## config.mk

```make
export PLATFORM = sky130hd
export DESIGN_NAME = hnd_ties
export DESIGN_NICKNAME = d
export VERILOG_FILES = /design/src/hdl/hnd_pkg.sv /design/src/hdl/hnd_ties.sv
export SDC_FILE = /design/constraint.sdc
export NUM_CORES = 1
export LEC_CHECK = 0
export BUFFER_PORTS_ARGS = -buffer_cell sky130_fd_sc_hd__buf_4
export CAP_MARGIN = 0
export CORE_UTILIZATION = 56
export DETAILED_ROUTE_END_ITERATION = 10
export PLACE_DENSITY = 0.75
export SLEW_MARGIN = 25
export SYNTH_ARGS = -nofsm -noshare
export SYNTH_HDL_FRONTEND = slang
export SYNTH_SLANG_ARGS = --single-unit
```

## constraint.sdc

```tcl
create_clock -name clk -period 3 [get_ports clk]
set_clock_uncertainty 0.1 [all_clocks]
set_input_delay 0.15 -clock clk [delete_from_list [all_inputs] [get_ports clk]]
set_output_delay 0.15 -clock clk [all_outputs]
set_load 0.05 [all_outputs]
```

## src/hdl/hnd_pkg.sv

```systemverilog
// Shared constants, types and helpers of the Hamming descriptor matcher.
package hnd_pkg;

  localparam int MaxEntries  = 1024;
  localparam int MaxWords    = 8;
  localparam int MaxTies     = 64;
  localparam int RowW        = $clog2(MaxEntries);
  localparam int CntW        = $clog2(MaxEntries + 1);
  localparam int PosW        = (MaxWords > 1) ? $clog2(MaxWords) : 1;
  localparam int NwW         = $clog2(MaxWords + 1);
  localparam int TieIdxW     = (MaxTies > 1) ? $clog2(MaxTies) : 1;
  localparam int TieW        = $clog2(MaxTies + 1);
  localparam int DistW       = 9;
  localparam int ThrW        = 10;
  localparam int TolW        = 5;
  localparam int DrainCycles = 2 * MaxWords + 4;
  localparam int DrainW      = $clog2(DrainCycles + 1);

  typedef enum logic [1:0] {
    ACT_TRAIN = 2'd0,
    ACT_QUERY = 2'd1,
    ACT_CLEAR = 2'd2,
    ACT_NONE  = 2'd3
  } action_t;

  typedef enum logic [1:0] {
    REG_THRESHOLD = 2'd0,
    REG_TOLERANCE = 2'd1,
    REG_WORDS     = 2'd2,
    REG_UNUSED    = 2'd3
  } reg_index_t;

  typedef enum logic [1:0] {
    ST_IDLE,
    ST_SCAN,
    ST_DRAIN,
    ST_EMIT
  } state_t;

  // One candidate row moving down the cell chain.
  typedef struct packed {
    logic             valid;
    logic [RowW-1:0]  row;
    logic [DistW-1:0] sum;
  } flow_t;

  function automatic logic [5:0] popcount32(input logic [31:0] x);
    logic [5:0] c;
    c = '0;
    for (int i = 0; i < 32; i++) begin
      c = c + {5'd0, x[i]};
    end
    return c;
  endfunction

endpackage

```

## src/hdl/hnd_ties.sv

```systemverilog
// Tracks the minimum distance of a scan and keeps the rows found at it.
module hnd_ties (
  input  logic                        clk,
  input  logic                        rst,
  input  logic                        clear,
  input  hnd_pkg::flow_t              cand,
  input  logic [hnd_pkg::TieIdxW-1:0] rd_addr,
  output logic [hnd_pkg::RowW-1:0]    rd_row,
  output logic                        found,
  output logic [hnd_pkg::DistW-1:0]   best,
  output logic [hnd_pkg::TieW-1:0]    tie_count,
  output logic                        overflow
);
  import hnd_pkg::*;

  logic [RowW-1:0] rows [MaxTies];
  logic            new_best;
  logic            wr_en;
  logic [TieIdxW-1:0] wr_addr;

  assign new_best = cand.valid && (!found || cand.sum < best);

  always_comb begin
    wr_en   = 1'b0;
    wr_addr = tie_count[TieIdxW-1:0];
    if (new_best) begin
      wr_en   = 1'b1;
      wr_addr = '0;
    end else if (cand.valid && cand.sum == best && tie_count < TieW'(MaxTies)) begin
      wr_en = 1'b1;
    end
  end

  always_ff @(posedge clk) begin
    if (wr_en) begin
      rows[wr_addr] <= cand.row;
    end
    rd_row <= rows[rd_addr];
  end

  always_ff @(posedge clk) begin
    if (rst || clear) begin
      found     <= 1'b0;
      best      <= '1;
      tie_count <= '0;
      overflow  <= 1'b0;
    end else if (new_best) begin
      found     <= 1'b1;
      best      <= cand.sum;
      tie_count <= TieW'(1);
      overflow  <= 1'b0;
    end else if (cand.valid && cand.sum == best) begin
      if (tie_count < TieW'(MaxTies)) begin
        tie_count <= tie_count + 1'b1;
      end else begin
        overflow <= 1'b1;
      end
    end
  end

endmodule

```

==> flow_summary.toml <==
[yosys]
yosys_warnings = 0
postSynthCellCount = 1269
ys_top_cells_by_area = "edfxtp_1 (73%), mux4_2 (15%), dfxtp_1 (2.1%)"
netlist_area_um2 = 26400
syn_nets = 1308
ys_ff_latch = 668
synth_edf_count = 640
netlist-cell-type-count = 50
yosysTopAreaCellShare = 0.729
syn_avg_cell_area_um2 = 20.8
synthArstFlopShare = 0
ys_seq_area_frac = 0.751
synth_area_leader_cell = "edfxtp_1"
ys.flop_type = "edfxtp_1"

[finish]
final_nets = 1474
area_delta_synth_final_pct = 16.3
drive_gt1_frac = 0.326
multi_input_area_um2 = 6430
seq_area_um2 = 19800
final_common_cell = "edfxtp_1"
mostFrequentLayoutCells = "edfxtp_1 (640), mux4_2 (172), buf_4 (146), clkbuf_16 (71), nor2_1 (34)"
stdcell_count = 2093
n_fill_cell = 2984

[global_routing]
grt_util_all_layers = 0.258
grt_pass1_wl_um = 87800
grt_max_degree = 65
antenna_found_initial = 1
grt_overflow = 0
grt_pass1_vias = 13600

[timing]
rsz0062_at_grt = "false"
hold_viol_final = 0
finalSetupViolCount = 0
slew_headroom = 0.365
period_minus_slack_ns = 2.85
holdWs_ns = 0.0221
finalCritPeriodShare = 0.951
max_freq_ghz = 0.351
final-max-slew-violation-count = 0
worst_pin_slew_ns = 0.928

[clocking]
cts_root_buffer = "clkbuf_16"
cts_sinks = 668
cts_tree = "yes"
worst_setup_hold_path_clk_slew_ns = 0.06
cts_made_buffers = 68
clock_path_buffers = 3
h-tree-depth = 3
clock_latency_ns = 0.59

[placement]
numPortBuffers = 56
post-dp-hpwl_um = 36100
gp_congestion = 0.832
place_inst = 1956

[drt]
drc = 0
drt-pass1-iter-count = 5
viasPerCell = 6.42
finalWirelength_um = 59700
drt_iter0_markers = 1519
drtAntennaViolNets = 0
vias = 13400
routedWlPerCell_um = 28.5

[run]
max_cap_violations = 0

[pwr]
switching_share = 0.210
p_switching_w = 0.00406
power.leakage_nw = 10.1
irDropWorstVdd_mv = 0.382
p_seq_frac = 0.529
p_comb_frac = 0.057
internal-power_w = 0.0153
p_per_area_nw_per_um2 = 633
power_frac_clock = 0.414

[run_status]
outcome = "completed"

[critical_path]
cp.required_ns = 3.11
path_max_fanout = 12
worstSetupStartpointType = "register"
cp-end-kind = "register"
worstPathArrival_ns = 2.97
path_class = "reg2reg"

[hold_path]
hold_path.class = "in2reg"

[floorplanning]
core_area_um2 = 46500
die_height_um = 219
io_pins = 57
start_util = 0.567
dieArea_um2 = 47900
row_count = 79
chipWidth_um = 219
## through the flow
stage	utilization	total power (W)	setup TNS [ns]	setup slack (ns)	cell area [um2]
after floorplan	-	0.0111	-2.47	-0.0213	26700
after global placement	0.611	0.0115	0	0.197	28400
after detailed placement	0.611	0.0115	0	0.142	28400
after CTS	0.660	0.0195	0	0.134	30600
after global routing	0.660	0.0199	0	0.00954	30600
final	0.660	0.0194	0	0.148	30600
## layer usage
| metal | vias to the layer above | routed length, um | track usage |
|---|---|---|---|
| met5 | - | 0 | 0 |
| li1 | 5644 | - | - |
| met2 | 683 | 28700 | 0.401 |
| met4 | 0 | 1590 | 0.0877 |
| met3 | 91 | 5160 | 0.0499 |
| met1 | 7020 | 24200 | 0.371 |
## cell families (layout without fill, tap and decap cells)
group           Yosys count  after routing  share of synthesized area
mux                     214            214                      0.163
flops                   668            668                      0.751
xor+xnor                  4              4                    0.00133
buf+inv                  92            308                     0.0176
fa+ha+maj                10             10                    0.00475
compound gates           86             86                     0.0220
simple gates            195            195                     0.0405
other cells               0              1                          0
## path summary, 6_finish.rpt
check | startpoint | to | slack (ns) | cells past startpoint
hold reg to reg | best[8] | best[8] | 0.42 | 2
setup / recovery | best[4] | rows[2][1] | 0.15 | 7
setup reg to reg | best[4] | rows[2][1] | 0.15 | 7
hold / removal | cand[18] | rows[36][9] | 0.02 | 1
## synthesized netlist by cell type, types with 8 or more instances
cell	count
nand2_1	22
clkbuf_1	29
o21ai_0	23
mux4_2	172
nor2_1	35
and3_1	28
nor3_1	50
mux2i_1	33
a21oi_1	9
nand3_1	9
o22ai_1	10
nor4_1	9
mux2_2	9
ha_1	10
nor2b_1	11
edfxtp_1	640
dfxtp_1	28
buf_4	11
buf_2	31
o211ai_1	16
inv_1	11
nand2b_1	8
## critical path, cell delays in order, from the launching register on
cell and delay (ns):
dfxtp_2 0.33, inv_1 0.05, ha_1 0.30, nand4_1 0.19, nor4_4 0.47, or2b_1 0.27, buf_4 0.26, nor3_4 0.50
## power by group through the flow
stage / registers, W / logic, W / clock network [W]
finish: 0.0103 / 0.00110 / 0.00803
global route: 0.0103 / 0.00116 / 0.00844
CTS: 0.0103 / 0.00111 / 0.00810
detailed placement: 0.0105 / 0.00109 / 0
global placement: 0.0105 / 0.00107 / 0
floorplan: 0.0105 / 0.000530 / 0
## final cells by class
class,count,area share
antenna,1,0.0000817
clock buffer,95,0.0619
clock inverter,25,0.00637
inverter,12,0.00147
multi-input combinational,509,0.210
sequential,668,0.646
tap,607,0.0248
timing repair buffer,176,0.0497
## flip-flops by register name, summed over array words and instances, names as in the netlist
signal / count
rd_row: 10
overflow: 1
tie_count: 7
best: 9
rows: 640
found: 1
## timing repair
action / in CTS / in global routing
hold buffers: 16 / 0
setup endpoints to repair: 0 / 7
endpoints found under the hold margin: 22 / 0
resized for setup: 0 / 1
setup buffers: 0 / 0
(Power assumes the default switching activity.)
